**config.mk**
```make
export PLATFORM = sky130hd
export DESIGN_NAME = char_lcd_nibble_sequencer
export DESIGN_NICKNAME = d
export VERILOG_FILES = /design/src/hdl/nsq_pkg.sv /design/src/hdl/nsq_csr.sv /design/src/hdl/nsq_datapath.sv /design/src/hdl/nsq_sequencer.sv /design/src/hdl/char_lcd_nibble_sequencer.sv
export SDC_FILE = /design/constraint.sdc
export NUM_CORES = 1
export LEC_CHECK = 0
export BUFFER_PORTS_ARGS = -buffer_cell sky130_fd_sc_hd__buf_2
export CORE_ASPECT_RATIO = 1.5
export CORE_MARGIN = 4
export CORE_UTILIZATION = 55
export CTS_CLUSTER_SIZE = 40
export DETAILED_ROUTE_END_ITERATION = 10
export GPL_ROUTABILITY_DRIVEN = 0
export PLACE_DENSITY = 0.87
export SLEW_MARGIN = 20
export SYNTH_ARGS = -nofsm -noshare
export SYNTH_HDL_FRONTEND = slang
export SYNTH_SLANG_ARGS = --single-unit
```
**constraint.sdc**
```tcl
create_clock -name clock -period 5.6 [get_ports clock]
set_clock_uncertainty 0.2 [all_clocks]
set_input_delay 0.84 -clock clock [delete_from_list [all_inputs] [get_ports clock]]
set_output_delay 0.84 -clock clock [all_outputs]
set_load 0.02 [all_outputs]
```
**src/hdl/nsq_pkg.sv**
```systemverilog
// Shared types, constants and the microcode program of the LCD nibble sequencer.
package nsq_pkg;

   localparam int UADDR_W = 5;

   typedef enum logic [2:0] {
      REQ_INIT  = 3'd0,
      REQ_CMD   = 3'd1,
      REQ_DATA  = 3'd2,
      REQ_POS   = 3'd3,
      REQ_CLEAR = 3'd4
   } req_kind_type;

   typedef enum logic [2:0] {
      CSR_STROBE_HALF = 3'd0,
      CSR_WRITE_SETTLE = 3'd1,
      CSR_CLEAR_SETTLE = 3'd2,
      CSR_INIT_GAP    = 3'd3,
      CSR_POWER_UP    = 3'd4
   } csr_index_type;

   typedef enum logic [1:0] {
      NIB_CONST = 2'd0,
      NIB_HIGH  = 2'd1,
      NIB_LOW   = 2'd2
   } nib_sel_type;

   typedef enum logic [2:0] {
      AFT_ZERO        = 3'd0,
      AFT_INIT_GAP    = 3'd1,
      AFT_SHORT       = 3'd2,
      AFT_WRITE       = 3'd3,
      AFT_WRITE_GAP   = 3'd4,
      AFT_WRITE_CLEAR = 3'd5
   } after_sel_type;

   typedef struct packed {
      nib_sel_type   nib_sel;
      logic [3:0]    nib_const;
      logic          rs_req;
      logic          before_pwr;
      after_sel_type after_sel;
      logic          last;
   } ucode_word_type;

   typedef struct packed {
      logic [7:0]  strobe_half_us;
      logic [9:0]  write_settle_us;
      logic [13:0] clear_settle_us;
      logic [13:0] init_gap_us;
      logic [15:0] power_up_us;
   } csr_regs_type;

   typedef struct packed {
      logic        reg_select;
      logic [3:0]  nibble;
      logic [15:0] wait_before_us;
      logic [15:0] wait_after_us;
      logic        last;
   } rsp_item_type;

   localparam logic [7:0]  STROBE_HALF_RST  = 8'd15;
   localparam logic [9:0]  WRITE_SETTLE_RST = 10'd65;
   localparam logic [13:0] CLEAR_SETTLE_RST = 14'd2000;
   localparam logic [13:0] INIT_GAP_RST     = 14'd10000;
   localparam logic [15:0] POWER_UP_RST     = 16'd30000;
   localparam logic [15:0] INIT_SHORT_US    = 16'd150;
   localparam logic [7:0]  SET_DDRAM_CMD    = 8'h80;

   localparam logic [UADDR_W-1:0] ENTRY_INIT  = 5'd0;
   localparam logic [UADDR_W-1:0] ENTRY_BYTE  = 5'd12;
   localparam logic [UADDR_W-1:0] ENTRY_CLEAR = 5'd14;

   function automatic ucode_word_type uw(input nib_sel_type sel, input logic [3:0] nib,
                                         input logic rs, input logic pwr,
                                         input after_sel_type aft, input logic lst);
      ucode_word_type w;
      w.nib_sel    = sel;
      w.nib_const  = nib;
      w.rs_req     = rs;
      w.before_pwr = pwr;
      w.after_sel  = aft;
      w.last       = lst;
      return w;
   endfunction

   // Program: power-up init, one byte (command, data, position), clear plus home.
   function automatic ucode_word_type ucode_rom(input logic [UADDR_W-1:0] addr);
      ucode_word_type w;
      case (addr)
         5'd0:    w = uw(NIB_CONST, 4'h3, 1'b0, 1'b1, AFT_INIT_GAP,    1'b0);
         5'd1:    w = uw(NIB_CONST, 4'h3, 1'b0, 1'b0, AFT_SHORT,       1'b0);
         5'd2:    w = uw(NIB_CONST, 4'h3, 1'b0, 1'b0, AFT_ZERO,        1'b0);
         5'd3:    w = uw(NIB_CONST, 4'h2, 1'b0, 1'b0, AFT_INIT_GAP,    1'b0);
         5'd4:    w = uw(NIB_CONST, 4'h2, 1'b0, 1'b0, AFT_ZERO,        1'b0);
         5'd5:    w = uw(NIB_CONST, 4'h8, 1'b0, 1'b0, AFT_WRITE_GAP,   1'b0);
         5'd6:    w = uw(NIB_CONST, 4'h0, 1'b0, 1'b0, AFT_ZERO,        1'b0);
         5'd7:    w = uw(NIB_CONST, 4'h1, 1'b0, 1'b0, AFT_WRITE_GAP,   1'b0);
         5'd8:    w = uw(NIB_CONST, 4'h0, 1'b0, 1'b0, AFT_ZERO,        1'b0);
         5'd9:    w = uw(NIB_CONST, 4'hC, 1'b0, 1'b0, AFT_WRITE_GAP,   1'b0);
         5'd10:   w = uw(NIB_CONST, 4'h0, 1'b0, 1'b0, AFT_ZERO,        1'b0);
         5'd11:   w = uw(NIB_CONST, 4'h6, 1'b0, 1'b0, AFT_WRITE,       1'b1);
         5'd12:   w = uw(NIB_HIGH,  4'h0, 1'b1, 1'b0, AFT_ZERO,        1'b0);
         5'd13:   w = uw(NIB_LOW,   4'h0, 1'b1, 1'b0, AFT_WRITE,       1'b1);
         5'd14:   w = uw(NIB_CONST, 4'h0, 1'b0, 1'b0, AFT_ZERO,        1'b0);
         5'd15:   w = uw(NIB_CONST, 4'h1, 1'b0, 1'b0, AFT_WRITE_CLEAR, 1'b0);
         5'd16:   w = uw(NIB_CONST, 4'h0, 1'b0, 1'b0, AFT_ZERO,        1'b0);
         5'd17:   w = uw(NIB_CONST, 4'h2, 1'b0, 1'b0, AFT_WRITE_CLEAR, 1'b1);
         default: w = uw(NIB_CONST, 4'h0, 1'b0, 1'b0, AFT_ZERO,        1'b1);
      endcase
      return w;
   endfunction

endpackage

```
**src/hdl/nsq_csr.sv**
```systemverilog
// Configuration register file of the LCD nibble sequencer.
module nsq_csr (
   input  logic                 clock,
   input  logic                 reset,
   input  logic                 csr_valid,
   output logic                 csr_ready,
   input  logic [2:0]           csr_index,
   input  logic [15:0]          csr_data,
   output nsq_pkg::csr_regs_type regs
);

   nsq_pkg::csr_regs_type regs_ff, regs_in;

   assign csr_ready = 1'b1;
   assign regs      = regs_ff;

   always_comb begin
      regs_in = regs_ff;
      if (csr_valid) begin
         case (nsq_pkg::csr_index_type'(csr_index))
            nsq_pkg::CSR_STROBE_HALF:  regs_in.strobe_half_us  = csr_data[7:0];
            nsq_pkg::CSR_WRITE_SETTLE: regs_in.write_settle_us = csr_data[9:0];
            nsq_pkg::CSR_CLEAR_SETTLE: regs_in.clear_settle_us = csr_data[13:0];
            nsq_pkg::CSR_INIT_GAP:     regs_in.init_gap_us     = csr_data[13:0];
            nsq_pkg::CSR_POWER_UP:     regs_in.power_up_us     = csr_data;
            default:                   regs_in = regs_ff;
         endcase
      end
   end

   always_ff @(posedge clock) begin
      if (reset) begin
         regs_ff.strobe_half_us  <= nsq_pkg::STROBE_HALF_RST;
         regs_ff.write_settle_us <= nsq_pkg::WRITE_SETTLE_RST;
         regs_ff.clear_settle_us <= nsq_pkg::CLEAR_SETTLE_RST;
         regs_ff.init_gap_us     <= nsq_pkg::INIT_GAP_RST;
         regs_ff.power_up_us     <= nsq_pkg::POWER_UP_RST;
      end else begin
         regs_ff <= regs_in;
      end
   end

endmodule

```
**src/hdl/nsq_datapath.sv**
```systemverilog
// Datapath: turn one control word plus request operands into a transfer item.
module nsq_datapath (
   input  nsq_pkg::ucode_word_type uword,
   input  logic [7:0]              byte_val,
   input  logic                    rs_val,
   input  nsq_pkg::csr_regs_type   regs,
   output nsq_pkg::rsp_item_type   item
);

   logic [15:0] write_us;
   logic [15:0] gap_us;
   logic [15:0] clear_us;

   assign write_us = {6'd0, regs.write_settle_us};
   assign gap_us   = {2'd0, regs.init_gap_us};
   assign clear_us = {2'd0, regs.clear_settle_us};

   always_comb begin
      case (uword.nib_sel)
         nsq_pkg::NIB_HIGH: item.nibble = byte_val[7:4];
         nsq_pkg::NIB_LOW:  item.nibble = byte_val[3:0];
         default:           item.nibble = uword.nib_const;
      endcase

      case (uword.after_sel)
         nsq_pkg::AFT_INIT_GAP:    item.wait_after_us = gap_us;
         nsq_pkg::AFT_SHORT:       item.wait_after_us = nsq_pkg::INIT_SHORT_US;
         nsq_pkg::AFT_WRITE:       item.wait_after_us = write_us;
         nsq_pkg::AFT_WRITE_GAP:   item.wait_after_us = write_us + gap_us;
         nsq_pkg::AFT_WRITE_CLEAR: item.wait_after_us = write_us + clear_us;
         default:                  item.wait_after_us = 16'd0;
      endcase

      item.reg_select     = uword.rs_req & rs_val;
      item.wait_before_us = uword.before_pwr ? regs.power_up_us : 16'd0;
      item.last           = uword.last;
   end

endmodule

```
**src/hdl/nsq_sequencer.sv**
```systemverilog
// Microcode sequencer: dispatch, step counter and the result output register.
module nsq_sequencer (
   input  logic                  clock,
   input  logic                  reset,
   input  logic                  req_tvalid,
   output logic                  req_tready,
   input  logic [2:0]            req_kind,
   input  logic [7:0]            req_value,
   input  logic                  req_row,
   input  logic [5:0]            req_column,
   output nsq_pkg::ucode_word_type uword,
   output logic [7:0]            byte_val,
   output logic                  rs_val,
   input  nsq_pkg::rsp_item_type item,
   output logic                  rsp_valid,
   input  logic                  rsp_ready,
   output nsq_pkg::rsp_item_type rsp_item
);

   logic                         busy_ff, busy_in;
   logic [nsq_pkg::UADDR_W-1:0]  pc_ff, pc_in;
   logic [7:0]                   byte_ff, byte_in;
   logic                         rs_ff, rs_in;
   logic                         vld_ff, vld_in;
   nsq_pkg::rsp_item_type        item_ff, item_in;
   logic                         take;
   logic                         step;

   assign req_tready = ~busy_ff;
   assign take       = req_tvalid & ~busy_ff;
   assign step       = busy_ff & (~vld_ff | rsp_ready);
   assign uword      = nsq_pkg::ucode_rom(pc_ff);
   assign byte_val   = byte_ff;
   assign rs_val     = rs_ff;
   assign rsp_valid  = vld_ff;
   assign rsp_item   = item_ff;

   always_comb begin
      busy_in = busy_ff;
      pc_in   = pc_ff;
      byte_in = byte_ff;
      rs_in   = rs_ff;
      vld_in  = vld_ff & ~rsp_ready;
      item_in = item_ff;

      if (take) begin
         byte_in = req_value;
         rs_in   = 1'b0;
         case (nsq_pkg::req_kind_type'(req_kind))
            nsq_pkg::REQ_INIT: begin
               busy_in = 1'b1;
               pc_in   = nsq_pkg::ENTRY_INIT;
            end
            nsq_pkg::REQ_CMD: begin
               busy_in = 1'b1;
               pc_in   = nsq_pkg::ENTRY_BYTE;
            end
            nsq_pkg::REQ_DATA: begin
               busy_in = 1'b1;
               pc_in   = nsq_pkg::ENTRY_BYTE;
               rs_in   = 1'b1;
            end
            nsq_pkg::REQ_POS: begin
               busy_in = 1'b1;
               pc_in   = nsq_pkg::ENTRY_BYTE;
               byte_in = nsq_pkg::SET_DDRAM_CMD | {1'b0, req_row, req_column};
            end
            nsq_pkg::REQ_CLEAR: begin
               busy_in = 1'b1;
               pc_in   = nsq_pkg::ENTRY_CLEAR;
            end
            default: busy_in = 1'b0;
         endcase
      end else if (step) begin
         vld_in  = 1'b1;
         item_in = item;
         pc_in   = pc_ff + 1'b1;
         busy_in = ~uword.last;
      end
   end

   always_ff @(posedge clock) begin
      if (reset) begin
         busy_ff <= 1'b0;
         pc_ff   <= '0;
         vld_ff  <= 1'b0;
      end else begin
         busy_ff <= busy_in;
         pc_ff   <= pc_in;
         vld_ff  <= vld_in;
      end
   end

   always_ff @(posedge clock) begin
      byte_ff <= byte_in;
      rs_ff   <= rs_in;
      item_ff <= item_in;
   end

endmodule

```
**src/hdl/char_lcd_nibble_sequencer.sv**
```systemverilog
// Top level of the character LCD nibble sequencer for a 4-bit bus.
//
// Usage: send one request on req_* (tuser = kind, tdata = byte/row/column).
// The block expands it into a run of nibble transfers on rsp_*, one item per
// transfer, with tlast on the final transfer of the request. Each item carries
// the register-select level (tuser), the nibble and the microsecond waits
// before and after the enable strobe (tdata). Kinds: power-up init gives 12
// transfers, command, data and cursor position give 2, clear plus home gives
// 4; unknown kinds are taken and dropped without any transfer.
// Timing: a request is taken into the step counter and byte registers, then
// its transfers enter the output register one per cycle while the output is
// not stalled, each read from one step of the microcode program. The next
// request is taken as soon as the last transfer sits in the output register.
// Stalls: with a transfer waiting and rsp_tready low, hold the output register
// and freeze the step counter. Reset empties the output and loads the
// power-on register values. Write the csr_* port only while no request is in flight.
module char_lcd_nibble_sequencer (
   input  logic        clock,
   input  logic        reset,
   // request channel
   input  logic        req_tvalid,
   output logic        req_tready,
   input  logic [2:0]  req_tuser,   // [2:0] req_type
   input  logic [15:0] req_tdata,   // [7:0] value_byte, [8] row, [14:9] column, [15] zero
   // transfer channel
   output logic        rsp_tvalid,
   input  logic        rsp_tready,
   output logic        rsp_tuser,   // [0] reg_select
   output logic [39:0] rsp_tdata,   // [3:0] nibble, [19:4] wait_before_us,
                                    // [35:20] wait_after_us, [39:36] zero
   output logic        rsp_tlast,
   // configuration write channel
   input  logic        csr_valid,
   output logic        csr_ready,
   input  logic [2:0]  csr_index,
   input  logic [15:0] csr_data
);

   nsq_pkg::csr_regs_type   regs;
   nsq_pkg::ucode_word_type uword;
   nsq_pkg::rsp_item_type   item;
   nsq_pkg::rsp_item_type   rsp_item;
   logic [7:0]              byte_val;
   logic                    rs_val;

   // Register file for the strobe, settle, init gap and power-up times.
   nsq_csr u_csr (
      .clock     (clock),
      .reset     (reset),
      .csr_valid (csr_valid),
      .csr_ready (csr_ready),
      .csr_index (csr_index),
      .csr_data  (csr_data),
      .regs      (regs)
   );

   // Step counter, dispatch on request kind and the output register.
   nsq_sequencer u_seq (
      .clock      (clock),
      .reset      (reset),
      .req_tvalid (req_tvalid),
      .req_tready (req_tready),
      .req_kind   (req_tuser),
      .req_value  (req_tdata[7:0]),
      .req_row    (req_tdata[8]),
      .req_column (req_tdata[14:9]),
      .uword      (uword),
      .byte_val   (byte_val),
      .rs_val     (rs_val),
      .item       (item),
      .rsp_valid  (rsp_tvalid),
      .rsp_ready  (rsp_tready),
      .rsp_item   (rsp_item)
   );

   // Nibble select and wait sums driven by the current control word.
   nsq_datapath u_dp (
      .uword    (uword),
      .byte_val (byte_val),
      .rs_val   (rs_val),
      .regs     (regs),
      .item     (item)
   );

   // Pack the transfer, nibble in the lowest bits.
   assign rsp_tuser = rsp_item.reg_select;
   assign rsp_tlast = rsp_item.last;
   assign rsp_tdata = {4'd0, rsp_item.wait_after_us, rsp_item.wait_before_us,
                       rsp_item.nibble};

endmodule
```
==> flow_summary.yaml, run 1 <==
worst_setup_path:
  worstPathMaxFanout: 18
  path_buf_inv: 1
  cp_cell_sequence: "nor2b_1, and2_1, nand2_1, nand2_1, ha_1, inv_1, fa_1, nor2b_1, o2111ai_1, a21oi_1, o221ai_1, mux2i_1, a31oi_1"
  required_ps: 5530
  critPathKind: "flop to flop"
  cp.arrival_ps: 4080
  start_kind: "flop"
  worst_path_max_delay_cell: "dfxtp_1"
  critPathTopFamily: "simple AND/OR/NAND/NOR gates"
  endpoint_kind: "flop"
  max_stage_delay_ps: 720
pwr:
  p_per_area_nw_per_um2: 339
  leakagePower_nw: 2.82
  power_w: 0.00226
  ir_worst_vdd_mv: 0.245
synthesis:
  postSynthAreaPerCell_um2: 9.11
  yosysMostFrequentCell: "nand2_1"
  yosysWarnings: 0
  synth_top_area_frac: 0.256
  synth_common_cells: "155 x nand2_1, 73 x dfxtp_1, 50 x a21oi_1"
  syn_area_um2: 5710
  seq_area_frac_synth: 0.498
  synth_edf_count: 46
  synth-async-reset-ratio: 0
  syn-instance-count: 626
  synthTopCellsByArea: "dfxtp_1 26%, edfxtp_1 24%, nand2_1 10%"
  ys_ff_latch: 119
  yosysTopAreaCell: "dfxtp_1"
  ys_types: 56
  synthFlopType: "dfxtp_1"
clock_tree:
  cts_resized: 0
  clk_pin_slew_ps: 50
  post_cts_buffers: 0
  cts.path.max_buffers: 2
  cts_sinks: 119
  cts_hold_buf: 0
  clock_latency_ps: 420
  cts_buffers: 17
  cts_root_buf: "clkbuf_16"
  htree_levels: 4
  cts_tree: "built"
final_layout:
  area_delta_synth_final_pct: 16.9
  diodes: 0
  drive_gt1_frac: 0.181
  nets: 757
detailed_routing:
  via_count: 4893
  wl_per_cell_um: 16.9
  drtAntennaViolNets: 0
  drc: 0
  routed_wl_um: 13900
  detail_route.vias_per_cell: 5.93
  first_iter_violations: 410
  drt_pre_antenna_iters: 5
die:
  die_area_um2: 12100
  ios: 88
  die_h_um: 133
  rows: 45
  initial_core_util: 0.563
  die_width_um: 91.2
  core-area_um2: 10100
run:
  drv_cap: 0
placement:
  place_ws_ps: 1520
  hpwl_um: 9970
  port-buffer-count: 80
global_routing:
  globalRouteOverflowTotal: 0
  track_usage: 0.235
  antenna_found_initial: 0
  grt_pass1_vias: 4859
  grt_pass1_wl_um: 22600
  grt_max_degree: 46
timing:
  setup_ws_ps: 1450
  relSlewSlack: 0.440
  hold_viol: 0
  rsz0062_at_grt: "false"
  setup-tns-final_ps: 0
  finalSetupViolCount: 0
  slew_viol_final: 0
  min_period_ps: 4150
  fmax_mhz: 241
  tightest_slew_ps: 840
  fin_crit_sh: 0.741
status:
  status: "finished, final reports clean"
min_path:
  hold_class: "flop to flop"
[per-layer routing]
layer  share of wire  global-route usage  vias to the layer above
li1                -                   -                     2326
met1            0.36               0.237                     2282
met2            0.52               0.411                      219
met3           0.056              0.0660                       66
met4           0.063               0.165                        0
met5               0                   0                        -
[cells by family (layout without fill, tap and decap cells)]
family          Yosys count  in the layout  share of synthesized area
flops                   119            119                      0.498
simple gates            272            272                      0.219
xor+xnor                  7              7                     0.0107
buf+inv                  57            135                     0.0436
fa+ha+maj                19             19                     0.0430
compound gates          127            127                      0.142
other cells               2              6                    0.00132
mux                      23             23                     0.0421
[power breakdown]
| part | leakage, nW | internal [W] | switching, W |
|---|---|---|---|
| clock network | 0.280 | 0.000642 | 0.000373 |
| registers | 1.04 | 0.000954 | 0.0000383 |
| logic | 1.50 | 0.0000932 | 0.000157 |
[worst register-to-register path, stage by stage, from the launching register on]
cell	delay (ps)
dfxtp_1	720
nor2b_1	510
and2_1	450
nand2_1	100
nand2_1	70
ha_1	180
inv_1	60
fa_1	410
nor2b_1	170
o2111ai_1	160
a21oi_1	270
o221ai_1	250
mux2i_1	210
a31oi_1	100
[final cells by class]
type / instances / area [µm²]
fill: 778 / 3460
inverter: 21 / 78.8
timing repair buffer: 82 / 415
multi-input combinational: 454 / 2640
clock inverter: 9 / 72.6
clock buffer: 23 / 479
sequential: 119 / 2840
tap: 117 / 146
[placed cells by master (no fill, tap or decap), types with 4 or more instances in the layout]
cell type | netlist | final
a211oi_1 | 4 | 4
a21oi_1 | 50 | 50
a22oi_1 | 10 | 10
a31oi_1 | 4 | 4
and2_1 | 18 | 18
and3_1 | 7 | 7
buf_2 | 1 | 80
clkbuf_1 | 27 | 4
clkbuf_16 | 0 | 18
clkinv_2 | 0 | 6
conb_1 | 2 | 6
dfxtp_1 | 73 | 73
edfxtp_1 | 46 | 46
ha_1 | 18 | 18
inv_1 | 19 | 19
mux2_2 | 8 | 8
mux2i_1 | 15 | 15
nand2_1 | 155 | 155
nand2b_1 | 9 | 9
nand3_1 | 30 | 30
nand3b_1 | 4 | 4
nor2_1 | 15 | 14
nor2b_1 | 6 | 6
nor3_1 | 10 | 10
o211ai_1 | 14 | 14
o21ai_0 | 14 | 14
o22ai_1 | 9 | 9
or3_1 | 5 | 5
xnor2_1 | 4 | 4
[per-stage QoR]
step | instance area (µm²) | instances | hold slack (ps) | utilization
floorplan | 5720 | 630 | 208 | -
global placement | 6120 | 793 | 223 | 0.604
detailed placement | 6120 | 793 | 241 | 0.604
CTS | 6670 | 825 | 251 | 0.658
global route | 6670 | 825 | 258 | 0.658
finish | 6670 | 825 | 252 | 0.658
[sequential cells by signal, indices dropped and copies added, names as in the netlist]
register,count
u_seq.rsp_item,37
u_seq.pc_ff,5
u_seq.uword,12
u_seq.byte_val,8
u_seq.busy_ff,1
u_csr.regs,54
u_seq.rs_val,1
u_seq.rsp_valid,1
[path summary, 6_finish.rpt]
check                             startpoint                            to  slack (ps)  depth (start not counted)
hold / removal    u_csr.regs[0]$_SDFFE_PP0P_    u_csr.regs[0]$_SDFFE_PP0P_         250                          2
setup / recovery      u_seq.uword[1]$_DFF_P_  u_seq.rsp_item[13]$_DFFE_PP_        1450                         13
hold reg to reg   u_csr.regs[0]$_SDFFE_PP0P_    u_csr.regs[0]$_SDFFE_PP0P_         250                          2
setup reg to reg      u_seq.uword[1]$_DFF_P_  u_seq.rsp_item[13]$_DFFE_PP_        1450                         13
Note: power is estimated with default switching activity, not from simulation.
==> run 2, diff against run 1 <==
Settings changed: ABC_AREA set to 1, CORE_UTILIZATION 55 to 51, PLACE_DENSITY 0.87 to 0.85.
Clock period 5.6 ns to 3.5 ns, I/O delays scaled along.
==> run 2 against run 1 <==
Effect of this change:
- sequential power up 61%
- via count down 3.2%
- cell area up 1.5%
- total power up 73%
- clock power up 76%
- critical path depth up 2
- final cell count up 12%
- count of clock-buffer cells in the layout up 4
- synthesized area down 2.3%
- flip-flop and latch count unchanged
- die area up 4.9%
- first-iteration DRC count down 2.9%
==> flow_summary.yaml, run 2 <==
timing:
  rsz0062_at_grt: "false"
  finalSetupViolCount: 0
  relSlewSlack: 0.474
  slew_viol_final: 0
  setup-tns-final_ps: 0
  hold_viol: 0
  min_period_ps: 2970
  tightest_slew_ps: 787
  fin_crit_sh: 0.849
  fmax_mhz: 336
min_path:
  hold_class: "input pin to flop"
  whs_path_depth: 3
global_routing:
  track_usage: 0.219
  grt_pass1_vias: 4849
  grt_max_degree: 57
  grt_pass1_wl_um: 21900
  globalRouteOverflowTotal: 0
  antenna_found_initial: 1
clock_tree:
  clock_latency_ps: 410
  cts_hold_buf: 0
  cts_sinks: 119
  cts_root_buf: "clkbuf_16"
  clk_pin_slew_ps: 60
  cts.path.max_buffers: 2
  cts_buffers: 17
  cts_tree: "built"
  htree_levels: 4
detailed_routing:
  routed_wl_um: 12900
  drtAntennaViolNets: 0
  drc: 0
  detail_route.vias_per_cell: 5.12
  first_iter_violations: 398
  via_count: 4734
  wl_per_cell_um: 14.0
  drt_pre_antenna_iters: 4
final_layout:
  nets: 830
  area_delta_synth_final_pct: 21.5
  final_common_cell: "nand2_1"
  nFillCells: 862
  largest_register_ff_count: 54
  final_util: 0.636
  final_cell_mix: "159 x nand2_1, 80 x buf_2, 77 x nor2_1, 73 x inv_1, 73 x dfxtp_1"
  drive_gt1_frac: 0.196
die:
  initial_core_util: 0.523
  ios: 88
  die_area_um2: 12700
  die_width_um: 93.3
  rows: 46
  core-area_um2: 10600
  die_h_um: 136
worst_setup_path:
  start_kind: "flop"
  cp_cell_sequence: "nand3_1, buf_4, o21ai_0, inv_1, fa_1, inv_1, nand3_1, nand2_1, nand2_1, nand2_1, nand2_1, nand2_1, nand3b_1, nand3_1, o21ai_0"
  required_ps: 3460
  worst_path_max_delay_cell: "fa_1"
  r2r_cells: 15
  worstPathMaxFanout: 12
  endpoint_kind: "flop"
  max_stage_delay_ps: 400
  cp.arrival_ps: 2930
  cp_common_cell: "nand2_1"
  critPathKind: "flop to flop"
synthesis:
  synthTopCellsByArea: "dfxtp_1 26%, edfxtp_1 25%, nand2_1 11%"
  syn_area_um2: 5570
  yosysTopAreaCell: "dfxtp_1"
  postSynthAreaPerCell_um2: 8.22
  synthFlopType: "dfxtp_1"
  ys_types: 41
  synth_common_cells: "159 x nand2_1, 77 x nor2_1, 74 x inv_1"
  seq_area_frac_synth: 0.510
  syn-instance-count: 678
  yosysMostFrequentCell: "nand2_1"
  yosysWarnings: 0
  ys_ff_latch: 119
  synth_edf_count: 46
  synth_top_area_frac: 0.262
  synth-async-reset-ratio: 0
status:
  status: "finished, final reports clean"
pwr:
  p_per_area_nw_per_um2: 576
  leakagePower_nw: 3.23
  ir_worst_vdd_mv: 0.387
  power_w: 0.00390
run:
  drv_cap: 0
placement:
  port-buffer-count: 80
  hpwl_um: 9230
run 2: cell families (layout without fill, tap and decap cells):
group	count (synthesis)	in the layout	synth area share
buf+inv	104	202	0.0766
mux	7	7	0.0141
simple gates	304	304	0.234
flops	119	119	0.510
fa+ha+maj	19	19	0.0440
other cells	2	7	0.00135
compound gates	121	121	0.117
xor+xnor	2	2	0.00314
run 2: critical path: cells and delay by family (launching register included):
kind | cells | cell delay [ps]
compound gates | 2 | 320
buf+inv | 3 | 430
fa+ha+maj | 1 | 400
simple gates | 9 | 980
flops | 1 | 380
run 2: final timing paths:
check	slack [ps]	to	from
worst max-delay path	530	u_seq.rsp_item[13]$_DFFE_PP_	u_seq.uword[3]$_DFF_P_
worst min-delay path	130	u_csr.regs[14]$_SDFFE_PP1P_	csr_data[14]
worst max register to register	530	u_seq.rsp_item[13]$_DFFE_PP_	u_seq.uword[3]$_DFF_P_
worst min register to register	250	u_seq.rsp_item[0]$_DFFE_PP_	u_seq.uword[0]$_DFF_P_
run 2: through the flow:
stage | cell area (µm²) | hold WS, ps | cells | setup WS (ps)
final | 6770 | 131 | 925 | 527
after global routing | 6770 | 128 | 925 | 213
after CTS | 6750 | 119 | 922 | 420
after detailed placement | 6110 | 241 | 891 | 459
after global placement | 6110 | 233 | 891 | 546
after floorplan | 5590 | 209 | 682 | 607
run 2: report_power, final:
group          switching [W]  internal, W  total (W)  leakage, nW
clock               0.000591      0.00121    0.00180        0.313
sequential         0.0000499      0.00155    0.00160         1.03
combinational       0.000333     0.000165   0.000497         1.89
run 2: cell type report:
| class | count | area (µm²) | area share |
|---|---|---|---|
| inverters | 81 | 317 | 0.0468 |
| clock buffers | 27 | 587 | 0.0867 |
| multi-input cells | 459 | 2320 | 0.342 |
| clock inverters | 4 | 48.8 | 0.00721 |
| flip-flops and latches | 119 | 2840 | 0.420 |
| diodes | 1 | 2.50 | 0.000370 |
| well taps | 144 | 180 | 0.0266 |
| repair buffers | 90 | 475 | 0.0702 |
run 2: timing repair:
item,4_1_cts,5_1_grt
resized for setup,0,1
endpoints found under the setup margin,0,1
setup buffers,0,2
run 2: metal layers:
layer	up-vias	part of all wire	wire length, µm	GRT usage
li1	2385	-	-	-
met1	2152	0.37	4850	0.223
met2	170	0.54	7010	0.403
met3	27	0.057	736	0.0604
met4	0	0.027	345	0.108
met5	-	0	0	0
==> run 3, diff against run 2 <==
Settings changed: CORE_UTILIZATION 51 to 55, PLACE_DENSITY 0.85 to 0.87.
Clock period 3.5 ns to 2.8 ns, I/O delays scaled along.
==> run 3 against run 2 <==
Effect of this change:
- hold slack lost 100 ps
- non-clock buffer count grew 3
- flip-flop and latch count is the same
- critical path type unchanged
==> flow_summary.yaml, run 3 (same netlist as run 2, synthesis figures left out) <==
final_layout:
  diodes: 0
  nets: 833
  final_cell_mix: "156 x nand2_1, 80 x buf_2, 77 x nor2_1, 71 x inv_1, 70 x dfxtp_1"
  final_cell_area_um2: 6740
  drive_gt1_frac: 0.210
  final_common_cell: "nand2_1"
  area_delta_synth_final_pct: 21.0
  largest_register_ff_count: 54
  nFillCells: 724
min_path:
  hold_end: "u_csr.regs[14]$_SDFFE_PP1P_"
  hold_class: "input pin to flop"
  whs_path_depth: 3
  hp-start: "csr_data[14]"
global_routing:
  globalRouteOverflowTotal: 0
  grt_pass1_wl_um: 22400
  antenna_found_initial: 0
  grt_max_degree: 57
  track_usage: 0.232
  grt_pass1_vias: 4942
pwr:
  internal_power_w: 0.00358
  leakagePower_nw: 3.23
  p_per_area_nw_per_um2: 713
  swShare: 0.257
  pwr-share-clk: 0.452
  ir_worst_vdd_mv: 0.597
  p_comb_frac: 0.132
  power.net_switching_w: 0.00123
  seq_power_share: 0.416
timing:
  rsz0062_at_grt: "true"
  slew_viol_final: 0
  hold_viol: 0
  finalSetupViolCount: 0
  tightest_slew_ps: 590
  fmax_mhz: 381
  setup-tns-final_ps: 0
  fin_crit_sh: 0.938
  min_period_ps: 2630
  setup_ws_ps: 174
  relSlewSlack: 0.606
clock_tree:
  cts_sinks: 119
  clk_pin_slew_ps: 50
  cts_hold_buf: 0
  cts_tree: "built"
  cts_root_buf: "clkbuf_16"
  clock_latency_ps: 420
  htree_levels: 4
  cts.path.max_buffers: 2
  cts_buffers: 17
worst_setup_path:
  start_kind: "flop"
  worstPathMaxFanout: 4
  endpoint_kind: "flop"
  cp.arrival_ps: 2590
  r2r-start: "u_seq.uword[2]$_SDFF_PP0_"
  required_ps: 2760
  r2r_cells: 18
  critPathKind: "flop to flop"
  rrSetupSlack_ps: 170
  reg2reg_to: "u_seq.rsp_item[13]$_DFFE_PP_"
die:
  initial_core_util: 0.569
  die_area_um2: 11800
  die_h_um: 131
  ios: 88
  rows: 44
  core-area_um2: 9800
  die_width_um: 90.2
placement:
  placed_area_um2: 6100
  place_ws_ps: -35.0
  port-buffer-count: 80
  hpwl_um: 9460
detailed_routing:
  first_iter_violations: 382
  via_count: 4958
  drt_pre_antenna_iters: 5
  drc: 0
  detail_route.vias_per_cell: 5.52
  wl_per_cell_um: 15.0
  routed_wl_um: 13500
  drtAntennaViolNets: 0
status:
  status: "finished, final reports clean"
run:
  drv_cap: 0
==> run 3: changes by cell type in the layout (fill, tap and decap cells not counted), moves of 3 or more <==
cell,previous run,this run
clkbuf_16,20,17
clkbuf_8,6,2
o21ai_1,2,5
o21ai_0,64,61
dfxtp_2,0,3
nand2_2,7,10
dfxtp_1,73,70
clkinv_2,2,5
nand2_1,159,156
==> run 3: power by group through the flow <==
stage	registers, W	logic, W	clock network (W)
global route	0.00201	0.000703	0.00228
floorplan	0.00206	0.000386	0
finish	0.00200	0.000635	0.00217
global placement	0.00202	0.000590	0
CTS	0.00200	0.000621	0.00219
detailed placement	0.00203	0.000611	0
==> run 3: final cells by class <==
cell class	instances	area (µm²)	area share
well taps	115	144	0.0213
clock inverters	10	126	0.0187
inverters	81	315	0.0468
clock buffers	22	464	0.0688
flip-flops and latches	119	2850	0.422
multi-input cells	459	2350	0.348
repair buffers	93	502	0.0744
==> run 3: timing repair <==
item                       CTS  global route
pin swaps                    0             2
setup endpoints to repair    2             4
setup buffers                0             3
gates cloned                 0             0
gates resized for setup      4            14
==> run 3: metal layers <==
layer  track usage  vias to the layer above  part of all wire
met1         0.237                     2264              0.37
met2         0.423                      243              0.53
li1              -                     2392                 -
met5             0                        -                 0
met3        0.0652                       59             0.062
met4         0.125                        0             0.043
==> run 3: through the flow <==
stage                     power (W)   util  hold slack [ps]  std cells
after floorplan             0.00245      -              209        682
after global placement      0.00261  0.622              235        864
after detailed placement    0.00264  0.622              229        864
after CTS                   0.00480  0.683             23.8        896
after global routing        0.00499  0.688             28.8        899
final                       0.00481  0.688             29.1        899
==> run 3: critical path, stage by stage, from the launching register on <==
cell and delay [ps]:
dfxtp_2 330, inv_2 70, nand3_4 80, inv_4 70, nand2_1 40, o21ai_1 100
ha_2 200, inv_1 70, fa_2 340, inv_2 70, nand3_1 80, nand2_2 110
nand2_1 100, nand2_2 80, nand2_1 60, nand2_2 80, nand3b_1 110, nand3_1 100
o21ai_0 90
==> run 3: worst max path at each step <==
stage               depth (start not counted)                            to                 startpoint  slack, ps
floorplan                                  19  u_seq.rsp_item[13]$_DFFE_PP_  u_seq.uword[2]$_SDFF_PP0_         30
global placement                           17  u_seq.rsp_item[13]$_DFFE_PP_     u_seq.uword[3]$_DFF_P_        100
detailed placement                         17  u_seq.rsp_item[13]$_DFFE_PP_     u_seq.uword[3]$_DFF_P_        -40
CTS                                        18  u_seq.rsp_item[13]$_DFFE_PP_  u_seq.uword[2]$_SDFF_PP0_          5
global route                               16  u_seq.rsp_item[14]$_DFFE_PP_  u_seq.uword[2]$_SDFF_PP0_        -40
finish                                     18  u_seq.rsp_item[13]$_DFFE_PP_  u_seq.uword[2]$_SDFF_PP0_        170
